$ cat config.mk
export PLATFORM = sky130hd
export DESIGN_NAME = led_bar_graph_matrix_driver_core_flat
export DESIGN_NICKNAME = d
export VERILOG_FILES = /design/src/hdl/lbg_pkg.sv /design/src/hdl/lbg_item_if.sv /design/src/hdl/lbg_result_if.sv /design/src/hdl/lbg_bar_store.sv /design/src/hdl/lbg_scan.sv /design/src/hdl/led_bar_graph_matrix_driver_core.sv /design/src/flat_wrapper.sv
export VERILOG_INCLUDE_DIRS = /design/src /design/src/hdl
export SDC_FILE = /design/constraint.sdc
export NUM_CORES = 1
export LEC_CHECK = 0
export BUFFER_PORTS_ARGS = -buffer_cell sky130_fd_sc_hd__clkbuf_2
export CAP_MARGIN = 20
export CORE_UTILIZATION = 64
export CTS_CLUSTER_DIAMETER = 50
export DETAILED_ROUTE_END_ITERATION = 10
export GPL_ROUTABILITY_DRIVEN = 0
export HOLD_SLACK_MARGIN = 0.15
export PLACE_DENSITY = 0.84
export SLEW_MARGIN = 20
export SYNTH_ARGS = -nofsm -noshare
export SYNTH_HDL_FRONTEND = slang
export SYNTH_SLANG_ARGS = --single-unit
$ cat constraint.sdc
create_clock -name clk -period 5 [get_ports clk]
set_input_delay 0 -clock clk [delete_from_list [all_inputs] [get_ports clk]]
set_output_delay 0 -clock clk [all_outputs]
set_load 0.01 [all_outputs]
$ cat src/hdl/led_bar_graph_matrix_driver_core_macros.svh
// assertion macros for the led bar graph matrix driver core
// expects clk and rst in scope at the point of use
`ifndef LED_BAR_GRAPH_MATRIX_DRIVER_CORE_MACROS_SVH
`define LED_BAR_GRAPH_MATRIX_DRIVER_CORE_MACROS_SVH

// same-cycle implication
`define LBG_ASSERT_NOW(label, ante, cons, msg) \
  label: assert property (@(posedge clk) disable iff (rst) (ante) |-> (cons)) \
    else $error(msg);

// next-cycle implication
`define LBG_ASSERT_NEXT(label, ante, cons, msg) \
  label: assert property (@(posedge clk) disable iff (rst) (ante) |=> (cons)) \
    else $error(msg);

`endif

$ cat src/hdl/lbg_pkg.sv
// shared types, constants and the level quantizer for the led bar graph driver
// no dependencies
package lbg_pkg;

  localparam int NUM_ROWS_DEF = 4;
  localparam int NUM_COLS_DEF = 10;

  localparam int BYTE_W = 8;
  localparam int ROW_DRIVE_W = 4;
  localparam int COL_DRIVE_W = 10;

  // width of a quantized level pattern before masking to the column count
  localparam int BAR_W = 10;

  localparam logic OP_TICK = 1'b0;
  localparam logic OP_BYTE = 1'b1;

  localparam logic [BYTE_W-1:0] PTR_RESET = 8'd255;
  localparam logic [BYTE_W-1:0] LEVEL_MAX = 8'd100;
  localparam int LEVEL_STEP = 10;
  localparam logic [BAR_W-1:0] ERR_PATTERN = 10'h055;

  // decoded work for one beat as it leaves the input register
  typedef struct packed {
    logic tick;
    logic load;
    logic ptr_clr;
  } lbg_step_t;

  // thermometer code of ceil(b/10) for 1..100, empty for 0, error above 100
  function automatic logic [BAR_W-1:0] quantize(input logic [BYTE_W-1:0] b);
    logic [BAR_W-1:0] p;
    p = '0;
    if (b > LEVEL_MAX) begin
      p = ERR_PATTERN;
    end else begin
      for (int i = 0; i < BAR_W; i++) begin
        p[i] = (b > BYTE_W'(i * LEVEL_STEP));
      end
    end
    return p;
  endfunction

endpackage

$ cat src/hdl/lbg_item_if.sv
// input channel of the led bar graph driver: scan tick or level byte
// depends on lbg_pkg
interface lbg_item_if;
  logic                        valid;
  logic                        ready;
  logic                        op;
  logic [lbg_pkg::BYTE_W-1:0]  byte_value;

  modport source (output valid, output op, output byte_value, input ready);
  modport sink (input valid, input op, input byte_value, output ready);
endinterface

$ cat src/hdl/lbg_result_if.sv
// result channel of the led bar graph driver: row and column drives
// depends on lbg_pkg
interface lbg_result_if;
  logic                             valid;
  logic                             ready;
  logic [lbg_pkg::ROW_DRIVE_W-1:0]  row_drive;
  logic [lbg_pkg::COL_DRIVE_W-1:0]  col_drive;

  modport source (output valid, output row_drive, output col_drive, input ready);
  modport sink (input valid, input row_drive, input col_drive, output ready);
endinterface

$ cat src/hdl/lbg_bar_store.sv
// bar pattern store with saturating write pointer and quantizer on the write side
// depends on lbg_pkg
module lbg_bar_store #(
  parameter int NUM_ROWS = lbg_pkg::NUM_ROWS_DEF,
  parameter int NUM_COLS = lbg_pkg::NUM_COLS_DEF
) (
  input  logic                          clk,
  input  logic                          rst,
  input  lbg_pkg::lbg_step_t            step,
  input  logic [lbg_pkg::BYTE_W-1:0]    byte_value,
  input  logic [$clog2(NUM_ROWS)-1:0]   rd_row,
  output logic [NUM_COLS-1:0]           rd_data
);

  localparam int RW = $clog2(NUM_ROWS);
  localparam int PW = $clog2(NUM_ROWS + 1);

  logic [NUM_COLS-1:0] bars [NUM_ROWS];
  logic [PW-1:0]       wr_ptr;
  logic [NUM_COLS+lbg_pkg::BAR_W-1:0] pat_wide;
  logic [NUM_COLS-1:0] pat;
  logic                wr_en;

  // pad then cut so any column count works
  assign pat_wide = {{NUM_COLS{1'b0}}, lbg_pkg::quantize(byte_value)};
  assign pat      = pat_wide[NUM_COLS-1:0];
  assign wr_en    = step.load && (wr_ptr < PW'(NUM_ROWS));

  always_ff @(posedge clk) begin
    if (rst) begin
      wr_ptr <= '0;
      for (int i = 0; i < NUM_ROWS; i++) begin
        bars[i] <= '0;
      end
    end else begin
      if (step.ptr_clr) begin
        wr_ptr <= '0;
      end else if (wr_en) begin
        bars[wr_ptr[RW-1:0]] <= pat;
        wr_ptr               <= wr_ptr + PW'(1);
      end
    end
  end

  assign rd_data = bars[rd_row];

endmodule

$ cat src/hdl/lbg_scan.sv
// row scanner: active row, column latch and the drive values after each beat
// depends on lbg_pkg
module lbg_scan #(
  parameter int NUM_ROWS = lbg_pkg::NUM_ROWS_DEF,
  parameter int NUM_COLS = lbg_pkg::NUM_COLS_DEF
) (
  input  logic                              clk,
  input  logic                              rst,
  input  lbg_pkg::lbg_step_t                step,
  output logic [$clog2(NUM_ROWS)-1:0]       rd_row,
  input  logic [NUM_COLS-1:0]               rd_data,
  output logic [lbg_pkg::ROW_DRIVE_W-1:0]   row_drive,
  output logic [lbg_pkg::COL_DRIVE_W-1:0]   col_drive
);

  localparam int RW = $clog2(NUM_ROWS);

  logic [RW-1:0]       scan_row;
  logic [RW-1:0]       scan_row_next;
  logic                rows_on;
  logic                rows_on_next;
  logic [NUM_COLS-1:0] latched;
  logic [NUM_COLS-1:0] latched_next;
  logic [NUM_COLS+lbg_pkg::COL_DRIVE_W-1:0] cols_wide;

  // the tick reads the row it is about to show
  assign rd_row = (scan_row == RW'(NUM_ROWS - 1)) ? '0 : scan_row + RW'(1);

  always_comb begin
    scan_row_next = scan_row;
    rows_on_next  = rows_on;
    latched_next  = latched;
    if (step.tick) begin
      scan_row_next = rd_row;
      rows_on_next  = 1'b1;
      latched_next  = rd_data;
    end
  end

  always_ff @(posedge clk) begin
    if (rst) begin
      scan_row <= '0;
      rows_on  <= 1'b0;
      latched  <= '0;
    end else begin
      scan_row <= scan_row_next;
      rows_on  <= rows_on_next;
      latched  <= latched_next;
    end
  end

  // drives as they stand once this beat is applied
  always_comb begin
    for (int i = 0; i < lbg_pkg::ROW_DRIVE_W; i++) begin
      row_drive[i] = rows_on_next && (32'(scan_row_next) == 32'(i));
    end
  end

  assign cols_wide = {{lbg_pkg::COL_DRIVE_W{1'b0}}, (rows_on_next ? latched_next : '0)};
  assign col_drive = cols_wide[lbg_pkg::COL_DRIVE_W-1:0];

endmodule

$ cat src/hdl/led_bar_graph_matrix_driver_core.sv
// top level of the multiplexed led bar graph driver
// depends on lbg_pkg, lbg_item_if, lbg_result_if, lbg_bar_store, lbg_scan and the macros header
`include "led_bar_graph_matrix_driver_core_macros.svh"

// Drives a NUM_ROWS by NUM_COLS multiplexed LED bar display. Each beat on item is
// a scan tick (op 0) or a level byte (op 1); every beat gives exactly one beat on
// result with the row and column drives as they stand after that beat. One beat
// is taken per clock when result is not stalled; each beat passes through the input
// register and then the result register, with the state update and level
// quantizer between them. Ready on item follows ready on result combinationally
// when both registers are full. The bar store is cleared by reset, no sweep.
module led_bar_graph_matrix_driver_core #(
  parameter int NUM_ROWS = lbg_pkg::NUM_ROWS_DEF,
  parameter int NUM_COLS = lbg_pkg::NUM_COLS_DEF
) (
  input  logic          clk,
  input  logic          rst,
  lbg_item_if.sink      item,
  lbg_result_if.source  result
);

  localparam int RW = $clog2(NUM_ROWS);

  logic                            s0_valid;
  logic                            s0_op;
  logic [lbg_pkg::BYTE_W-1:0]      s0_byte;
  logic                            s1_valid;
  logic                            s1_free;
  logic                            adv;
  lbg_pkg::lbg_step_t              step;
  logic [RW-1:0]                   rd_row;
  logic [NUM_COLS-1:0]             rd_data;
  logic [lbg_pkg::ROW_DRIVE_W-1:0] row_drive_next;
  logic [lbg_pkg::COL_DRIVE_W-1:0] col_drive_next;
  logic [lbg_pkg::ROW_DRIVE_W-1:0] row_drive;
  logic [lbg_pkg::COL_DRIVE_W-1:0] col_drive;

  assign s1_free    = !s1_valid || result.ready;
  assign item.ready = !s0_valid || s1_free;
  assign adv        = s0_valid && s1_free;

  always_comb begin
    step.tick    = adv && (s0_op == lbg_pkg::OP_TICK);
    step.ptr_clr = adv && (s0_op == lbg_pkg::OP_BYTE) && (s0_byte == lbg_pkg::PTR_RESET);
    step.load    = adv && (s0_op == lbg_pkg::OP_BYTE) && (s0_byte != lbg_pkg::PTR_RESET);
  end

  always_ff @(posedge clk) begin
    if (rst) begin
      s0_valid <= 1'b0;
      s1_valid <= 1'b0;
    end else begin
      if (item.ready) begin
        s0_valid <= item.valid;
      end
      if (s1_free) begin
        s1_valid <= s0_valid;
      end
    end
  end

  always_ff @(posedge clk) begin
    if (item.valid && item.ready) begin
      s0_op   <= item.op;
      s0_byte <= item.byte_value;
    end
    if (adv) begin
      row_drive <= row_drive_next;
      col_drive <= col_drive_next;
    end
  end

  lbg_bar_store #(
    .NUM_ROWS (NUM_ROWS),
    .NUM_COLS (NUM_COLS)
  ) u_store (
    .clk        (clk),
    .rst        (rst),
    .step       (step),
    .byte_value (s0_byte),
    .rd_row     (rd_row),
    .rd_data    (rd_data)
  );

  lbg_scan #(
    .NUM_ROWS (NUM_ROWS),
    .NUM_COLS (NUM_COLS)
  ) u_scan (
    .clk       (clk),
    .rst       (rst),
    .step      (step),
    .rd_row    (rd_row),
    .rd_data   (rd_data),
    .row_drive (row_drive_next),
    .col_drive (col_drive_next)
  );

  assign result.valid     = s1_valid;
  assign result.row_drive = row_drive;
  assign result.col_drive = col_drive;

  `LBG_ASSERT_NOW(a_row_onehot, result.valid, $onehot0(result.row_drive), "row drive not one-hot")
  `LBG_ASSERT_NEXT(a_s0_hold, s0_valid && !s1_free, s0_valid && $stable(s0_op) && $stable(s0_byte), "input register lost a stalled beat")
  `LBG_ASSERT_NEXT(a_adv_result, adv, result.valid, "advanced beat missing at result")

endmodule

$ cat src/flat_wrapper.sv
// flat-port wrapper written by rule: the top's interface ports become plain ports
module led_bar_graph_matrix_driver_core_flat 
#(
  parameter int NUM_ROWS = lbg_pkg::NUM_ROWS_DEF,
  parameter int NUM_COLS = lbg_pkg::NUM_COLS_DEF
)
  (clk, rst, item_valid, item_op, item_byte_value, item_ready, result_valid, result_row_drive, result_col_drive, result_ready);
  lbg_item_if item_i ();
  lbg_result_if result_i ();
  input  logic clk;
  input  logic rst;
  input wire logic [$bits(item_i.valid)-1:0] item_valid;
  input wire logic [$bits(item_i.op)-1:0] item_op;
  input wire logic [$bits(item_i.byte_value)-1:0] item_byte_value;
  output wire logic [$bits(item_i.ready)-1:0] item_ready;
  output wire logic [$bits(result_i.valid)-1:0] result_valid;
  output wire logic [$bits(result_i.row_drive)-1:0] result_row_drive;
  output wire logic [$bits(result_i.col_drive)-1:0] result_col_drive;
  input wire logic [$bits(result_i.ready)-1:0] result_ready;
  assign item_i.valid = item_valid;
  assign item_i.op = item_op;
  assign item_i.byte_value = item_byte_value;
  assign item_ready = item_i.ready;
  assign result_valid = result_i.valid;
  assign result_row_drive = result_i.row_drive;
  assign result_col_drive = result_i.col_drive;
  assign result_i.ready = result_ready;
  led_bar_graph_matrix_driver_core #(.NUM_ROWS(NUM_ROWS), .NUM_COLS(NUM_COLS)) u_core (.clk(clk), .rst(rst), .item(item_i), .result(result_i));
endmodule
== Word level (Yosys, flattened, before mapping) ==
Memory sizes are Yosys's and may differ from the RTL's.
Index checks and enable logic that the tools add are counted.
W data, S select, Z words.
Storage, ports and cells
  input port bits: 13
  flip-flop bits (word level): 41
  bits in writable memories: 40
  word-level logic and storage cells: 64
  memories kept: 1
Memory list
  u_core.u_store.bars: words 4, width 10, rd ports 1, clocked after Yosys merged registers in 0, write ports 4, line lbg_bar_store.sv:18  | logic [NUM_COLS-1:0] bars [NUM_ROWS];
Operators by class
  add/subtract/negate cells: 2
  muxes and demuxes: 14
  eq/ne operators: 6
  reductions and logical operators: 18
  order comparisons: 12
  bitwise gates (word level): 1
Operators with widths (number)
  $gt A8 B7 Y1 const B: 4
  $mux W10: 3
  $gt A8 B6 Y1 const B: 3
  $gt A8 B5 Y1 const B: 2
  $logic_and A1 B1 Y1: 11
  $reduce_or A10 Y1: 1
  $eq A8 B8 Y1 const B: 1
  $gt A8 B1 Y1 const B: 1
  $gt A8 B4 Y1 const B: 1
  $mux W1: 8
  $ne A8 B8 Y1 const B: 1
  $eq A2 B2 Y1 const B: 3
  $mux W2: 3
  $add A3 B1 Y3 const B: 1
  $lt A3 B3 Y1 const B: 1
  $add A2 B1 Y2 const B: 1
  $eq A2 B1 Y1 const B: 1
  $logic_not A1 Y1: 2
  $logic_not A2 Y1: 1
  $logic_or A1 B1 Y1: 2
  $reduce_or A2 Y1: 1
  $not A1 Y1: 1

== Depth between registers and ports, before layout ==
  depth after elaboration: 12
  depth in mapped cells: 7
  gate-level depth less buffers: 5

== Cells and area by module ==
From an unflattened synthesis, not the netlist that was laid out.
Unflattened totals
  cells, all modules: 267
  area, all modules: 3676.0 um2
Modules (own cells, without submodules)
  lbg_bar_store: times used 1, cells each 157, area an instance 2173.3 um2
  led_bar_graph_matrix_driver_core: times used 1, cells each 41, area an instance 823.3 um2
  lbg_scan: times used 1, cells each 69, area an instance 679.4 um2

== Worst setup path before layout ==
OpenSTA, ideal clock, no wires.
  kind: register to register
  start point: register u_core.s1_valid (netlist: u_core.result.valid)
  end point: memory u_core.u_store.bars[0][0] (netlist name), enable pin
  arrival: 2.047 ns
  stages on the path, launching flop included: 7
  clock period less this slack: 2.426 ns
  path slack: 2.574 ns
  data required time: 4.621 ns
  path buffers: 2
  path through: dfxtp_1 -> nor2b_1 -> or3_4 -> or3_1 -> buf_2 -> buf_6 -> o21bai_1
RTL lines
  from (decl): line led_bar_graph_matrix_driver_core.sv:27  | logic s1_valid;
  from (signal assigned): line led_bar_graph_matrix_driver_core.sv:57  | s1_valid <= s0_valid;
  to (decl): line lbg_bar_store.sv:18

==> flow_summary_export.csv <==
group,metric,value,unit
detailed_routing,wirelength,6.748,mm
pwr,switching_share,23.33,%
die,fp.coreArea,0.005270,mm^2
synth,synth_cell_types,46,
pwr,internal_power,0.0009832,W
detailed_routing,ant_nets,0,
die,start_util,68.30,%
sta,setup_viol,0,
layout,syn_to_final_growth,11.61,%
die,die_h,77.00,um
sta,fin_ws,2270,ps
place,io_buffers,28,
pwr,clkPwrFrac,32.1,%
pwr,combPwrFrac,7.8,%
die,num_io_pins,29,
grt,overflow,0,
critical_path,worst-path-max-fanout,15,
pwr,pwr-share-seq,60.1,%
sta,fin_crit,2730,ps
sta,relSlewSlack,34.29,%
synth,avgSynthCellArea,11.73,um^2
sta,rsz0062_at_grt,"false",
sta,skew,13.14,ps
hold_path,min_path_type,"primary input to flip-flop",
layout,ff_latch_area,0.002252,mm^2
layout,fillers,364,
layout,stdcell_area,0.004018,mm^2
clock_tree,root_buffer,"clkbuf_8",
grt,antenna_found_initial,0,
synth,syn_nets,322,
hold_path,min-delay-start,"rst",
sta,final-hold-violation-count,0,
critical_path,cp-start-kind,"flip-flop",
pwr,power_switching,0.0002991,W
clock_tree,clock_latency,350,ps
clock_tree,cts_tree,"yes",
grt,grt_pass1_vias,2172,
critical_path,arrival,2710,ps
grt,track_usage,25.18,%
detailed_routing,firstDrtPassIters,4,
sta,finalCritPeriodShare,54.59,%
critical_path,end_kind,"flip-flop",
clock_tree,cts_buffers,9,
place,dp.cells,386,
synth,syn-cell-area,0.003600,mm^2
sta,fmax,366.4,MHz
synth,synth_warnings,0,
place,pre_cts_ws,2268,ps
layout,finalNetCount,354,
sta,setup_tns,0,ps
clock_tree,htree_levels,3,
layout,multi_input_area,0.001217,mm^2
pwr,p_leak,1.472,nW
synth,yosysSeqAreaShare,62.57,%
synth,synth_ff_type,"edfxtp_1",
synth,ys_seq_elements,81,
run,maxCapViolations,0,
clock_tree,cts_max_path_buffers,2,
grt,grt_first_pass_wirelength,10.99,mm
sta,worst_pin_slew,982.0,ps
die,dieArea,0.005928,mm^2
detailed_routing,avgViaCountPerCell,5.785,
critical_path,startpoint,"u_core.s0_valid",
clock_tree,cts_setup_buffers,0,
clock_tree,path_clk_slew,70,ps
critical_path,worstPathRequired,4980,ps
layout,fin_cells,414,
place,place_area,0.003731,mm^2
grt,grt_max_degree,26,
pwr,ir_worst_vdd,227.7,uV
sta,finalMaxSlewViolations,0,
pwr,powerDensity,319.2,mW/mm^2
detailed_routing,wl_per_cell,16.30,um
die,fp.dieW,77.00,um
die,row_count,26,
detailed_routing,vias,2395,
clock_tree,cts_sinks,81,
synth,synthCells,307,
layout,layout-drive-gt1-share,15.99,%
critical_path,setup.worst_path.class,"flip-flop to flip-flop",
synth,async_flop_share,0,%
critical_path,r2r_start,"u_core.s0_valid",
outcome,status,"finished, final reports clean",
detailed_routing,drcViolationCount,0,
layout,insertedDiodeCount,0,
detailed_routing,drt-initial-drc-count,157,
pwr,fin_total_pwr,0.001282,W
place,dpl.hpwl,4.809,mm
synth,synth_edf_count,63,
[metrics by stage]
step,hold WS (ps),util (%)
4_1_cts,181.2,76.23
3_3_place_gp,176.4,70.80
2_1_floorplan,98.87,-
5_1_grt,214.6,76.23
3_5_place_dp,179.1,70.80
6_report,179.6,76.23
[worst max-delay path, cell delays in order, from the launching register on]
cell,delay [ps]
dfxtp_1,470
nand2_1,120
or3_4,360
or3_1,620
o21bai_1,780
[cell usage after synthesis (4+ instances only)]
| master | count | share of area, % |
|---|---|---|
| a21oi_1 | 18 | 2.5 |
| clkbuf_1 | 13 | 1.4 |
| dfxtp_1 | 18 | 10 |
| edfxtp_1 | 63 | 53 |
| inv_1 | 7 | 0.73 |
| mux2_1 | 7 | 2.2 |
| mux2i_1 | 8 | 2.2 |
| nand2_1 | 54 | 5.6 |
| nand3_1 | 6 | 0.83 |
| nor2_1 | 22 | 2.3 |
| nor3_1 | 23 | 3.2 |
| nor3_2 | 4 | 1.1 |
| o211ai_1 | 7 | 1.5 |
| or3_1 | 4 | 0.70 |
[sequential cells by signal, summed over array words and instances (netlist names), 2 cells and up]
| register | count |
|---|---|
| u_core.u_scan.latched | 10 |
| u_core.result.col_drive | 10 |
| u_core.u_store.wr_ptr | 3 |
| u_core.s0_byte | 8 |
| u_core.u_store.bars | 40 |
| u_core.u_scan.scan_row | 2 |
| u_core.result.row_drive | 4 |
[final timing paths]
kind | end | slack [ps] | cells after the start
worst max-delay path | u_core.u_store.bars[0][0] | 2270 | 4
worst min-delay path | u_core.s0_valid | 180 | 2
worst max register to register | u_core.u_store.bars[0][0] | 2270 | 4
worst min register to register | u_core.u_scan.rows_on | 460 | 2
[layer usage]
layer	track usage [%]	wire length [um]
met5	0	0
met4	11.13	131
met3	6.190	427
met2	40.71	3369
met1	32.33	2819
[cells by family after synthesis]
logic type,synth area share (%)
simple gates,17.24
buf+inv,3.615
flops,62.57
mux,6.291
compound gates,9.594
fa+ha+maj,0.6951
[power by group through the flow]
| stage | Clock [W] | Sequential, W | Combinational, W |
|---|---|---|---|
| final | 0.000411 | 0.000771 | 0.000100 |
| after global routing | 0.000446 | 0.000775 | 0.000110 |
| after floorplan | 0 | 0.000780 | 0.0000706 |
| after global placement | 0 | 0.000785 | 0.0000901 |
| after detailed placement | 0 | 0.000786 | 0.0000928 |
| after CTS | 0.000414 | 0.000771 | 0.000100 |
[cell type report]
type                            instances  area share [%]
Timing Repair Buffer                   41           6.665
Multi-Input combinational cell        199           30.30
Sequential cell                        81           56.06
Tap cell                               70           2.180
Clock buffer                           12           3.613
Inverter                                7          0.6540
Clock inverter                          4          0.5294
[repair_timing]
action	CTS	global route
endpoints found under the setup margin	0	0
resized for setup	0	0
hold endpoints to repair	12	0
hold buffers	12	0
[cells in the final DEF, fill, tap and decap left out, types with 3 or more instances in the layout]
| master | instances |
|---|---|
| a31oi_1 | 3 |
| nand2_1 | 54 |
| nor3_1 | 23 |
| clkbuf_2 | 28 |
| mux4_2 | 3 |
| nand2b_1 | 3 |
| o21a_1 | 3 |
| o211ai_1 | 7 |
| clkbuf_8 | 10 |
| nand3_1 | 6 |
| dfxtp_1 | 18 |
| edfxtp_1 | 63 |
| o21bai_1 | 3 |
| or3_1 | 4 |
| inv_1 | 7 |
| a21oi_1 | 18 |
| o22ai_1 | 3 |
| nor2_1 | 22 |
| nor3_2 | 4 |
| mux2i_1 | 8 |
| dlygate4sd3_1 | 12 |
| mux2_1 | 7 |
Note: power is estimated with default switching activity, not from simulation.
